## src/sv/bba_pkg.sv

```systemverilog
`timescale 1ns / 1ps
// Shared constants, types and helper functions of the buddy block allocator.
package bba_pkg;

  localparam int TOP_BLOCKS      = 32;
  localparam int TOP_ORDER       = 10;
  localparam int MIN_BLOCK_BYTES = 128;
  localparam int MIN_SHIFT       = 7;
  localparam int GRANULES        = TOP_BLOCKS << TOP_ORDER;
  localparam int GW              = 15;   // granule index width
  localparam int CW              = 16;   // counter width, holds GRANULES itself
  localparam int BW              = 18;   // block byte size width
  localparam int SW              = 23;   // byte sum width
  localparam logic [BW-1:0] TOP_BYTES = BW'(MIN_BLOCK_BYTES << TOP_ORDER);

  localparam logic [1:0] ST_OK       = 2'd0;
  localparam logic [1:0] ST_NO_FREE  = 2'd1;
  localparam logic [1:0] ST_TOO_BIG  = 2'd2;
  localparam logic [1:0] ST_IGNORED  = 2'd3;

  localparam logic OP_ALLOC = 1'b0;
  localparam logic OP_FREE  = 1'b1;

  typedef struct packed {
    logic       head;
    logic       free;
    logic [3:0] ord;
  } entry_t;

  typedef struct packed {
    logic          we;
    logic [GW-1:0] waddr;
    entry_t        wdata;
    logic [GW-1:0] raddr;
  } mem_req_t;

  typedef struct packed {
    logic [1:0]    status;
    logic [21:0]   offset;
    logic [3:0]    order;
    logic [CW-1:0] free_cnt;
    logic [CW-1:0] all_cnt;
    logic [SW-1:0] size_sum;
  } res_t;

  function automatic logic [BW-1:0] block_bytes(input logic [3:0] ord);
    block_bytes = BW'(MIN_BLOCK_BYTES) << ord;
  endfunction

  // Smallest order whose block, less the header, holds the size.
  function automatic logic [3:0] pick_order(input logic [17:0] size, input logic [6:0] hdr);
    logic [3:0]    res;
    logic [BW-1:0] bs;
    logic          fits;
    res = 4'(TOP_ORDER);
    for (int k = TOP_ORDER; k >= 0; k--) begin
      bs = block_bytes(4'(k));
      if (bs > BW'(hdr)) begin
        fits = ({1'b0, size} + 19'(hdr)) <= {1'b0, bs};
      end else begin
        fits = (size == '0);
      end
      if (fits) begin
        res = 4'(k);
      end
    end
    return res;
  endfunction

endpackage

```

## src/sv/bba_ctrl.sv

```systemverilog
`timescale 1ns / 1ps
// Sequencer: clear pass, head walk, split, free check and buddy merge.
module bba_ctrl (
  input  logic             clk_i,
  input  logic             rst_ni,
  input  logic             in_valid_i,
  output logic             in_ready_o,
  input  logic             op_i,
  input  logic [17:0]      size_i,
  input  logic [21:0]      offset_i,
  input  logic [6:0]       hdr_i,
  output logic             res_valid_o,
  input  logic             res_ready_i,
  output bba_pkg::res_t    res_o,
  output bba_pkg::mem_req_t mem_o,
  input  bba_pkg::entry_t  rdata_i
);
  import bba_pkg::*;

  localparam logic [3:0] S_CLEAR = 4'd0;
  localparam logic [3:0] S_IDLE  = 4'd1;
  localparam logic [3:0] S_SCAN  = 4'd2;
  localparam logic [3:0] S_SPLIT = 4'd3;
  localparam logic [3:0] S_FCHK  = 4'd4;
  localparam logic [3:0] S_MISS  = 4'd5;
  localparam logic [3:0] S_MCHK  = 4'd6;
  localparam logic [3:0] S_FWR   = 4'd7;
  localparam logic [3:0] S_OUT   = 4'd8;

  logic [3:0]    state_q, state_d;
  logic [CW-1:0] g_q, g_d;
  logic [GW-1:0] best_q, best_d;
  logic [3:0]    bord_q, bord_d;
  logic          found_q, found_d;
  logic [3:0]    want_q, want_d;
  logic [3:0]    k_q, k_d;
  logic [CW-1:0] free_q, free_d;
  logic [CW-1:0] all_q, all_d;
  logic [SW-1:0] sum_q, sum_d;
  logic [1:0]    st_q, st_d;
  logic [21:0]   off_q, off_d;
  logic [3:0]    ord_q, ord_d;

  logic [CW-1:0] next_g;
  logic          hit, better;
  logic [GW-1:0] bud, lo, hi;

  always_comb begin
    state_d = state_q; g_d = g_q; best_d = best_q; bord_d = bord_q; found_d = found_q;
    want_d = want_q; k_d = k_q; free_d = free_q; all_d = all_q; sum_d = sum_q;
    st_d = st_q; off_d = off_q; ord_d = ord_q;
    mem_o = '0;
    in_ready_o = 1'b0;
    res_valid_o = 1'b0;
    next_g = g_q + (CW'(1) << rdata_i.ord);
    hit = rdata_i.head && rdata_i.free && (rdata_i.ord >= want_q);
    better = hit && (!found_q || (rdata_i.ord < bord_q));
    bud = g_q[GW-1:0] ^ (GW'(1) << k_q);
    lo = (g_q[GW-1:0] < bud) ? g_q[GW-1:0] : bud;
    hi = (g_q[GW-1:0] < bud) ? bud : g_q[GW-1:0];
    case (state_q)
      S_CLEAR: begin
        mem_o.we = 1'b1;
        mem_o.waddr = g_q[GW-1:0];
        if (g_q[TOP_ORDER-1:0] == '0) begin
          mem_o.wdata = '{head: 1'b1, free: 1'b1, ord: 4'(TOP_ORDER)};
        end
        g_d = g_q + CW'(1);
        if (g_q == CW'(GRANULES - 1)) begin
          state_d = S_IDLE;
        end
      end
      S_IDLE: begin
        in_ready_o = 1'b1;
        mem_o.raddr = (op_i == OP_FREE) ? offset_i[21:MIN_SHIFT] : '0;
        if (in_valid_i) begin
          off_d = '0;
          ord_d = '0;
          if (op_i == OP_ALLOC) begin
            want_d = pick_order(size_i, hdr_i);
            g_d = '0;
            found_d = 1'b0;
            if (size_i > TOP_BYTES) begin
              st_d = ST_TOO_BIG;
              state_d = S_OUT;
            end else begin
              state_d = S_SCAN;
            end
          end else begin
            g_d = CW'(offset_i[21:MIN_SHIFT]);
            if (offset_i[MIN_SHIFT-1:0] != '0) begin
              st_d = ST_IGNORED;
              state_d = S_OUT;
            end else begin
              state_d = S_FCHK;
            end
          end
        end
      end
      S_SCAN: begin
        // walk block heads; each read address follows from the order just read
        mem_o.raddr = next_g[GW-1:0];
        g_d = next_g;
        if (better) begin
          found_d = 1'b1;
          best_d = g_q[GW-1:0];
          bord_d = rdata_i.ord;
        end
        if ((better && rdata_i.ord == want_q) || next_g[GW]) begin
          if (better || found_q) begin
            free_d = free_q - CW'(1);
            sum_d = sum_q - SW'(block_bytes(better ? rdata_i.ord : bord_q));
            k_d = better ? rdata_i.ord : bord_q;
            state_d = S_SPLIT;
          end else begin
            st_d = ST_NO_FREE;
            state_d = S_OUT;
          end
        end
      end
      S_SPLIT: begin
        mem_o.we = 1'b1;
        if (k_q > want_q) begin
          mem_o.waddr = best_q ^ (GW'(1) << (k_q - 4'd1));
          mem_o.wdata = '{head: 1'b1, free: 1'b1, ord: k_q - 4'd1};
          all_d = all_q + CW'(1);
          free_d = free_q + CW'(1);
          sum_d = sum_q + SW'(block_bytes(k_q - 4'd1));
          k_d = k_q - 4'd1;
        end else begin
          mem_o.waddr = best_q;
          mem_o.wdata = '{head: 1'b1, free: 1'b0, ord: want_q};
          st_d = ST_OK;
          off_d = {best_q, MIN_SHIFT'(0)};
          ord_d = want_q;
          state_d = S_OUT;
        end
      end
      S_FCHK: begin
        if (!rdata_i.head || rdata_i.free) begin
          st_d = ST_IGNORED;
          state_d = S_OUT;
        end else begin
          k_d = (rdata_i.ord > 4'(TOP_ORDER)) ? 4'(TOP_ORDER) : rdata_i.ord;
          free_d = free_q + CW'(1);
          sum_d = sum_q + SW'(block_bytes(k_d));
          state_d = S_MISS;
        end
      end
      S_MISS: begin
        mem_o.raddr = bud;
        state_d = (k_q < 4'(TOP_ORDER)) ? S_MCHK : S_FWR;
      end
      S_MCHK: begin
        if (rdata_i.head && rdata_i.free && rdata_i.ord == k_q) begin
          mem_o.we = 1'b1;
          mem_o.waddr = hi;
          g_d = CW'(lo);
          k_d = k_q + 4'd1;
          free_d = free_q - CW'(1);
          all_d = all_q - CW'(1);
          state_d = S_MISS;
        end else begin
          state_d = S_FWR;
        end
      end
      S_FWR: begin
        mem_o.we = 1'b1;
        mem_o.waddr = g_q[GW-1:0];
        mem_o.wdata = '{head: 1'b1, free: 1'b1, ord: k_q};
        st_d = ST_OK;
        off_d = {g_q[GW-1:0], MIN_SHIFT'(0)};
        ord_d = k_q;
        state_d = S_OUT;
      end
      S_OUT: begin
        res_valid_o = 1'b1;
        if (res_ready_i) begin
          state_d = S_IDLE;
        end
      end
      default: state_d = S_IDLE;
    endcase
  end

  assign res_o = '{status: st_q, offset: off_q, order: ord_q,
                   free_cnt: free_q, all_cnt: all_q, size_sum: sum_q};

  always_ff @(posedge clk_i or negedge rst_ni) begin
    if (!rst_ni) begin
      state_q <= S_CLEAR;
      g_q     <= '0;
      found_q <= 1'b0;
      free_q  <= CW'(TOP_BLOCKS);
      all_q   <= CW'(TOP_BLOCKS);
      sum_q   <= SW'(TOP_BLOCKS * (MIN_BLOCK_BYTES << TOP_ORDER));
    end else begin
      state_q <= state_d;
      g_q     <= g_d;
      found_q <= found_d;
      free_q  <= free_d;
      all_q   <= all_d;
      sum_q   <= sum_d;
    end
  end

  always_ff @(posedge clk_i) begin
    best_q <= best_d;
    bord_q <= bord_d;
    want_q <= want_d;
    k_q    <= k_d;
    st_q   <= st_d;
    off_q  <= off_d;
    ord_q  <= ord_d;
  end

endmodule
```

## config.mk

```make
export PLATFORM = sky130hd
export DESIGN_NAME = bba_ctrl
export DESIGN_NICKNAME = d
export VERILOG_FILES = /design/src/sv/bba_pkg.sv /design/src/sv/bba_ctrl.sv
export SDC_FILE = /design/constraint.sdc
export NUM_CORES = 1
export LEC_CHECK = 0
export BUFFER_PORTS_ARGS = -buffer_cell sky130_fd_sc_hd__buf_2
export CAP_MARGIN = 15
export CORE_MARGIN = 1.5
export CORE_UTILIZATION = 30
export CTS_CLUSTER_SIZE = 12
export DETAILED_ROUTE_END_ITERATION = 7
export PLACE_DENSITY = 0.49
export REMOVE_ABC_BUFFERS = 1
export SYNTH_ARGS = -nofsm -noshare
export SYNTH_HDL_FRONTEND = slang
export SYNTH_SLANG_ARGS = --single-unit
```

## constraint.sdc

```tcl
create_clock -name clk_i -period 5.98 [get_ports clk_i]
set_clock_uncertainty 0.2 [all_clocks]
set_input_delay 0.299 -clock clk_i [delete_from_list [all_inputs] [get_ports clk_i]]
set_output_delay 0.299 -clock clk_i [all_outputs]
set_load 0.005 [all_outputs]
```

* Yosys cells after proc, flatten, opt, wreduce, memory -nomap -nowiden
Index checks and enable logic that the tools add are counted.
** Storage, ports and cells
- Logic and storage cells :: 226
- Input port bits :: 58
- Flip-flop bits (word level) :: 131
- Output and inout bits :: 122
** Operators by class
- Equal/unequal tests :: 27
- Muxes and demuxes :: 108
- $lt $le $gt $ge :: 17
- Shifts and indexed selects :: 6
- Bitwise operators :: 3
- Reductions and logical operators :: 36
- Add/sub/neg operators :: 12
** Operators with widths (count)
- $mux 16 :: 10
- $pmux 16 s4 :: 2
- $mux 23 :: 4
- $mux 4 :: 19
- $pmux 23 s3 :: 1
- $pmux 22 s3 :: 1
- $mux 15 :: 4
- $shl 8x4->18 const A :: 3
- $add 16x1->16 const B :: 3
- $pmux 16 s3 :: 1
- $add 23x18->23 :: 2
- $pmux 15 s3 :: 1
- $mux 22 :: 2
- $mux 1 :: 37
- $pmux 4 s9 :: 1
- $pmux 16 s2 :: 1
- $sub 16x1->16 const B :: 2
- $shl 1x4->15 const A :: 2
- $xor 15x15->15 :: 2
- $ne 2x2->1 const B :: 14
- $mux 2 :: 13
- $sub 23x18->23 :: 1
- $mux 21 :: 1
- $add 18x7->19 :: 1
- other kinds (55) :: 81

* Logic depth before layout (Yosys ltp)
- Word-level depth :: 14
- Mapped depth :: 27
- Mapped depth without buffers :: 25

* Worst setup path before layout
No wires, ideal clock.
- Kind :: register to register
- From :: reg want_q[1]
- To :: reg sum_q[22]
- Period minus slack after synthesis :: 5.520 ns
- Buffers on the path :: 0
- Stages on the path, launching flop included :: 25
- Data required time :: 5.705 ns
- Arrival :: 5.245 ns
- Setup time :: 0.075 ns
- Slack :: 0.460 ns
- Cells stage by stage :: edfxtp_1 inv_1 ha_1 nor2b_1 o21a_1 o21ai_0 a21oi_1 nand2_1 mux2i_1 clkinv_1 nor3_1 nand2_1 ha_1 or4_1 a21oi_1 o21ai_1 ha_1 nand3_1 o31ai_1 o211ai_1 o2111ai_1 a21oi_1 xor2_1 a2111oi_0 xor2_1
** Between the ends
- Word-level cells in the longest chain between the ends :: 9
- Elaborated cells between the ends (all ways) :: 18
- Classes of those cells :: 1 x add/sub; 2 x order compare; 4 x eq/ne; 1 x shift; 4 x mux; 6 x reduce/logical
** Ends and longest elaborated chain
- from (decl) :: RTL line bba_ctrl.sv:35 : logic [3:0] want_q, want_d;
- from (signal assigned) :: RTL line bba_ctrl.sv:210 : want_q <= want_d;
- $ge 4x4->1 :: RTL line bba_ctrl.sv:56 : hit = rdata_i.head && rdata_i.free && (rdata_i.ord >= want_q);
- $logic_and 1x1->1 :: RTL line bba_ctrl.sv:56
- $logic_and 1x1->1 :: RTL line bba_ctrl.sv:57 : better = hit && (!found_q || (rdata_i.ord < bord_q));
- $mux 4
- $shl 8x4->18 :: RTL line bba_pkg.sv:47 : block_bytes = BW'(MIN_BLOCK_BYTES) << ord;
- $sub 23x18->23 :: RTL line bba_ctrl.sv:112 : sum_d = sum_q - SW'(block_bytes(better ? rdata_i.ord : bord_q));
- $mux 23 :: RTL line bba_ctrl.sv:110 : if (better || found_q) begin
- $mux 23 :: RTL line bba_ctrl.sv:109 : if ((better && rdata_i.ord == want_q) || next_g[GW]) begin
- $pmux 23 s3 :: RTL line bba_ctrl.sv:61 : case (state_q)
- to (signal assigned) :: RTL line bba_ctrl.sv:196 : sum_q <= SW'(TOP_BLOCKS * (MIN_BLOCK_BYTES << TOP_ORDER));
- to (signal assigned) :: RTL line bba_ctrl.sv:203 : sum_q <= sum_d;
- to (decl) :: RTL line bba_ctrl.sv:39 : logic [SW-1:0] sum_q, sum_d;
Parallel ways exist; a longest one is shown, timed or not. The select of a mux whose other input is x is not followed.
A chain may end at the register's enable or synchronous reset.

* Worst setup path after layout
Same ends and word-level chain as after synthesis.

==> impl_metrics.csv <==
group,metric,value,unit
run_status,status,"finished, final reports clean",
floorplan,die-area,39800,µm²
timing,tightest_slew,1.08,ns
worst_setup_path,timing.rr.start,"want_q[1]",
timing,rsz0062_at_grt,"false",
route,wl,38800,µm
synth,synthTopCellsByArea,"dfrtp_1 14%, edfxtp_1 12%, ha_1 10%",
placement,post_dp_cell_area,13000,µm²
worst_setup_path,critPathMaxStageDelay,0.40,ns
worst_setup_path,path_class,"flop to flop",
placement,gp_congestion,0.903,
power_and_ir_drop,clkPwrFrac,16.5,%
worst_setup_path,cp.required,6.13,ns
placement,hpwl,29200,µm
floorplan,die_height,199,µm
cts,htreeDepth,4,
finish,syn_to_final_growth,18.1,%
route,num_vias,11100,
cts,clk_pin_slew_worst_paths,0.06,ns
synth,async_flop_share,59.0,%
power_and_ir_drop,power.sequential.fraction,24.9,%
cts,numCtsBuffers,17,
route,drtPass1Iterations,7,
worst_setup_path,crit_arrival,5.56,ns
grt,grt_start_max_net_pins,41,
worst_setup_path,rr_endpoint,"sum_q[22]",
timing,setup_violations,0,
min_path,hp-class,"input pin to flop",
placement,port_buffers,165,
worst_setup_path,worst-path-stages,25,
worst_setup_path,critPathTopFamily,"compound AO/OA/AOI/OAI gates",
finish,final_area,13700,µm²
timing,hold_viol_final,0,
cts,insertion_delay,0.43,ns
power_and_ir_drop,power_leakage,5.98,nW
synth,ys_warn_count,0,
synth,synth_seq_area_share,27.4,%
cts,cts_tree,"yes",
flow_run,max-cap-violations,0,
grt,antenna_found_initial,0,
worst_setup_path,end_kind,"flop",
timing,maxSlewViolCount,0,
synth,synth.distinct_cells,94,
route,vias_per_cell,5.34,
route,wl_per_cell,18.7,µm
grt,grt_use_total,19.6,%
worst_setup_path,slowest_stage,"edfxtp_1",
synth,synth_edf_count,48,
grt,grt_pass1_wl,59900,µm
grt,grt_pass1_vias,10400,
power_and_ir_drop,p_per_area,448,nW/µm²
timing,finalSetupTns,0,ns
timing,post-route-min-period,5.41,ns
synth,synth_area_leader_cell,"dfrtp_1",
power_and_ir_drop,vdd_drop_max,0.163,mV
cts,clockBufferDepth,2,
timing,timing.final.crit_share,90.4,%
finish,multi_input_area,7900,µm²
floorplan,die_w,199,µm
finish,fillers,3973,
timing,maxSlewHeadroom,28.0,%
floorplan,fp-row-count,71,
route,drc,0,
worst_setup_path,crit_end,"sum_q[22]",
cts,clock-sinks,117,
synth,netlist.area_leader.share,14.3,%
synth,avgSynthCellArea,8.36,µm²
worst_setup_path,cp-start-kind,"flop",
power_and_ir_drop,switching_power,2.81,mW
cts,cts_root_buffer,"clkbuf_16",
worst_setup_path,r2r_slack,0.57,ns
synth,synthCells,1385,
worst_setup_path,cp-startpoint,"want_q[1]",
finish,layout_common_cells,"164 x buf_2, 129 x nand2_1, 125 x nor2_1",
power_and_ir_drop,comb_power_share,58.6,%
finish,seqCellArea,3170,µm²
floorplan,core,37800,µm²
worst_setup_path,reg2reg_depth,25,
power_and_ir_drop,swShare,45.8,%
finish,final_common_cell,"buf_2",
route,ant_nets,0,
route,first_iter_violations,699,
finish,fin_nets,1704,
synth,yosys_most_used_dff,"dfrtp_1",
timing,timing.fmax,185,MHz
power_and_ir_drop,internal-power,3.32,mW
synth,syn_area,11600,µm²
floorplan,io_pins,180,
finish,drive_gt1_share,18.5,%
grt,grt_overflow,0,
worst_setup_path,cp_max_fo,6,
floorplan,start_util,30.6,%
synth,ys_seq_elements,117,
worst_setup_path,cp_num_buf_inv,2,
finish,antenna_cells,0,
[kinds of logic after synthesis]
| logic type | synth area share (%) |
|---|---|
| AOI/OAI and AO/OA | 23.5 |
| xor gates and xnor gates | 8.18 |
| adders and majority gates | 11.1 |
| buffers and inverters | 5.19 |
| DFF | 27.4 |
| muxes | 5.66 |
| other | 0.0324 |
| and+or+nand+nor | 18.9 |
[through the flow]
step / instances / hold slack [ns] / worst slack, ns / util [%] / power, mW
after global placement: 2030 / 0.101 / 0.147 / 34.4 / 5.05
after CTS: 2066 / 0.0242 / 0.0854 / 36.0 / 6.13
after floorplan: 1317 / -0.197 / 0.350 / - / 3.85
final: 2070 / 0.0403 / 0.572 / 36.1 / 6.13
after detailed placement: 2030 / 0.116 / 0.0249 / 34.4 / 5.08
after global routing: 2070 / 0.0535 / 0.0286 / 36.1 / 6.66
[repair_timing]
| item | 4_1_cts | 5_1_grt |
|---|---|---|
| pin swaps | 0 | 2 |
| gates cloned | 0 | 0 |
| resized for setup | 1 | 6 |
| endpoints found under the hold margin | 31 | 0 |
| endpoints found under the setup margin | 1 | 3 |
| hold buffers | 4 | 0 |
| buffers inserted | 0 | 4 |
[worst reg2reg max path, cell delays in order, from the launching register on]
cell and delay [ns]:
edfxtp_1 0.40, inv_1 0.12, ha_1 0.25, nor2b_1 0.13
o21a_1 0.16, o21ai_0 0.14, a21oi_1 0.13, nand2_2 0.17
mux2i_1 0.27, clkinv_1 0.17, nor3_4 0.23, nand2_1 0.10
ha_2 0.26, nor4_1 0.28, o21ai_0 0.14, a32o_1 0.26
ha_1 0.32, o21a_1 0.18, nor2_1 0.15, o31ai_2 0.11
o211ai_1 0.28, o2111ai_1 0.17, a21oi_1 0.20, xor2_1 0.10
a2111oi_2 0.24, xor2_1 0.18
[Yosys cell counts (9+ instances only)]
| cell type | number |
|---|---|
| a22oi_1 | 13 |
| nand4_1 | 9 |
| ha_1 | 95 |
| o221ai_1 | 12 |
| nor3_1 | 34 |
| mux2i_1 | 34 |
| and3_1 | 14 |
| nand2b_1 | 14 |
| o21ai_1 | 13 |
| dfrtp_1 | 66 |
| mux2_1 | 15 |
| mux2_2 | 13 |
| nor2b_1 | 16 |
| o21a_1 | 18 |
| clkbuf_1 | 47 |
| a211oi_1 | 15 |
| nand2_1 | 130 |
| o21bai_1 | 11 |
| buf_4 | 17 |
| nor4_1 | 12 |
| o31ai_1 | 12 |
| o21ai_0 | 95 |
| xor2_1 | 51 |
| a21o_1 | 29 |
| nor2_1 | 126 |
| xnor2_1 | 54 |
| inv_1 | 56 |
| edfxtp_1 | 48 |
| nand3_1 | 38 |
| a21oi_1 | 84 |
| a31oi_1 | 17 |
| and2_1 | 20 |
[area by class of cell]
type / instances / share of cell area, %
Clock buffer: 24 / 3.76
Timing Repair Buffer: 210 / 8.61
Clock inverter: 8 / 0.320
Sequential cell: 117 / 23.2
Inverter: 59 / 1.62
Tap cell: 511 / 4.68
Multi-Input combinational cell: 1141 / 57.8
[layer usage]
metal	track usage, %	vias up	share of wire, %
li1	-	5380	-
met1	25.5	5279	45
met2	33.1	346	47
met3	3.05	47	5.0
met4	6.46	0	2.4
met5	0	-	0
[power by group through the flow]
stage               Clock (mW)  Sequential (mW)  Combinational (mW)
finish                    1.01             1.53                3.59
global route              1.08             1.58                4.01
CTS                       1.04             1.53                3.56
detailed placement           0             1.54                3.54
global placement             0             1.53                3.52
floorplan                    0             1.47                2.39
[state kept, by name, indices dropped and copies added, names as in the netlist]
| name | flops |
|---|---|
| all_q | 16 |
| sum_q | 16 |
| best_q | 15 |
| off_q | 15 |
| want_q | 4 |
| found_q | 1 |
| free_q | 16 |
| ord_q | 4 |
| k_q | 4 |
| state_q | 4 |
| bord_q | 4 |
| g_q | 16 |
| st_q | 2 |
[worst min-delay path by stage]
stage / slack, ns / depth (start not counted) / from / to
2_1_floorplan: -0.20 / 0 / rst_ni / all_q[0]
3_3_place_gp: 0.10 / 1 / rst_ni / sum_q[16]
3_5_place_dp: 0.12 / 1 / rst_ni / sum_q[16]
4_1_cts: 0.02 / 5 / offset_i[7] / g_q[0]
5_1_grt: 0.05 / 3 / res_ready_i / state_q[3]
6_report: 0.04 / 5 / offset_i[7] / g_q[0]
(Power assumes the default switching activity.)
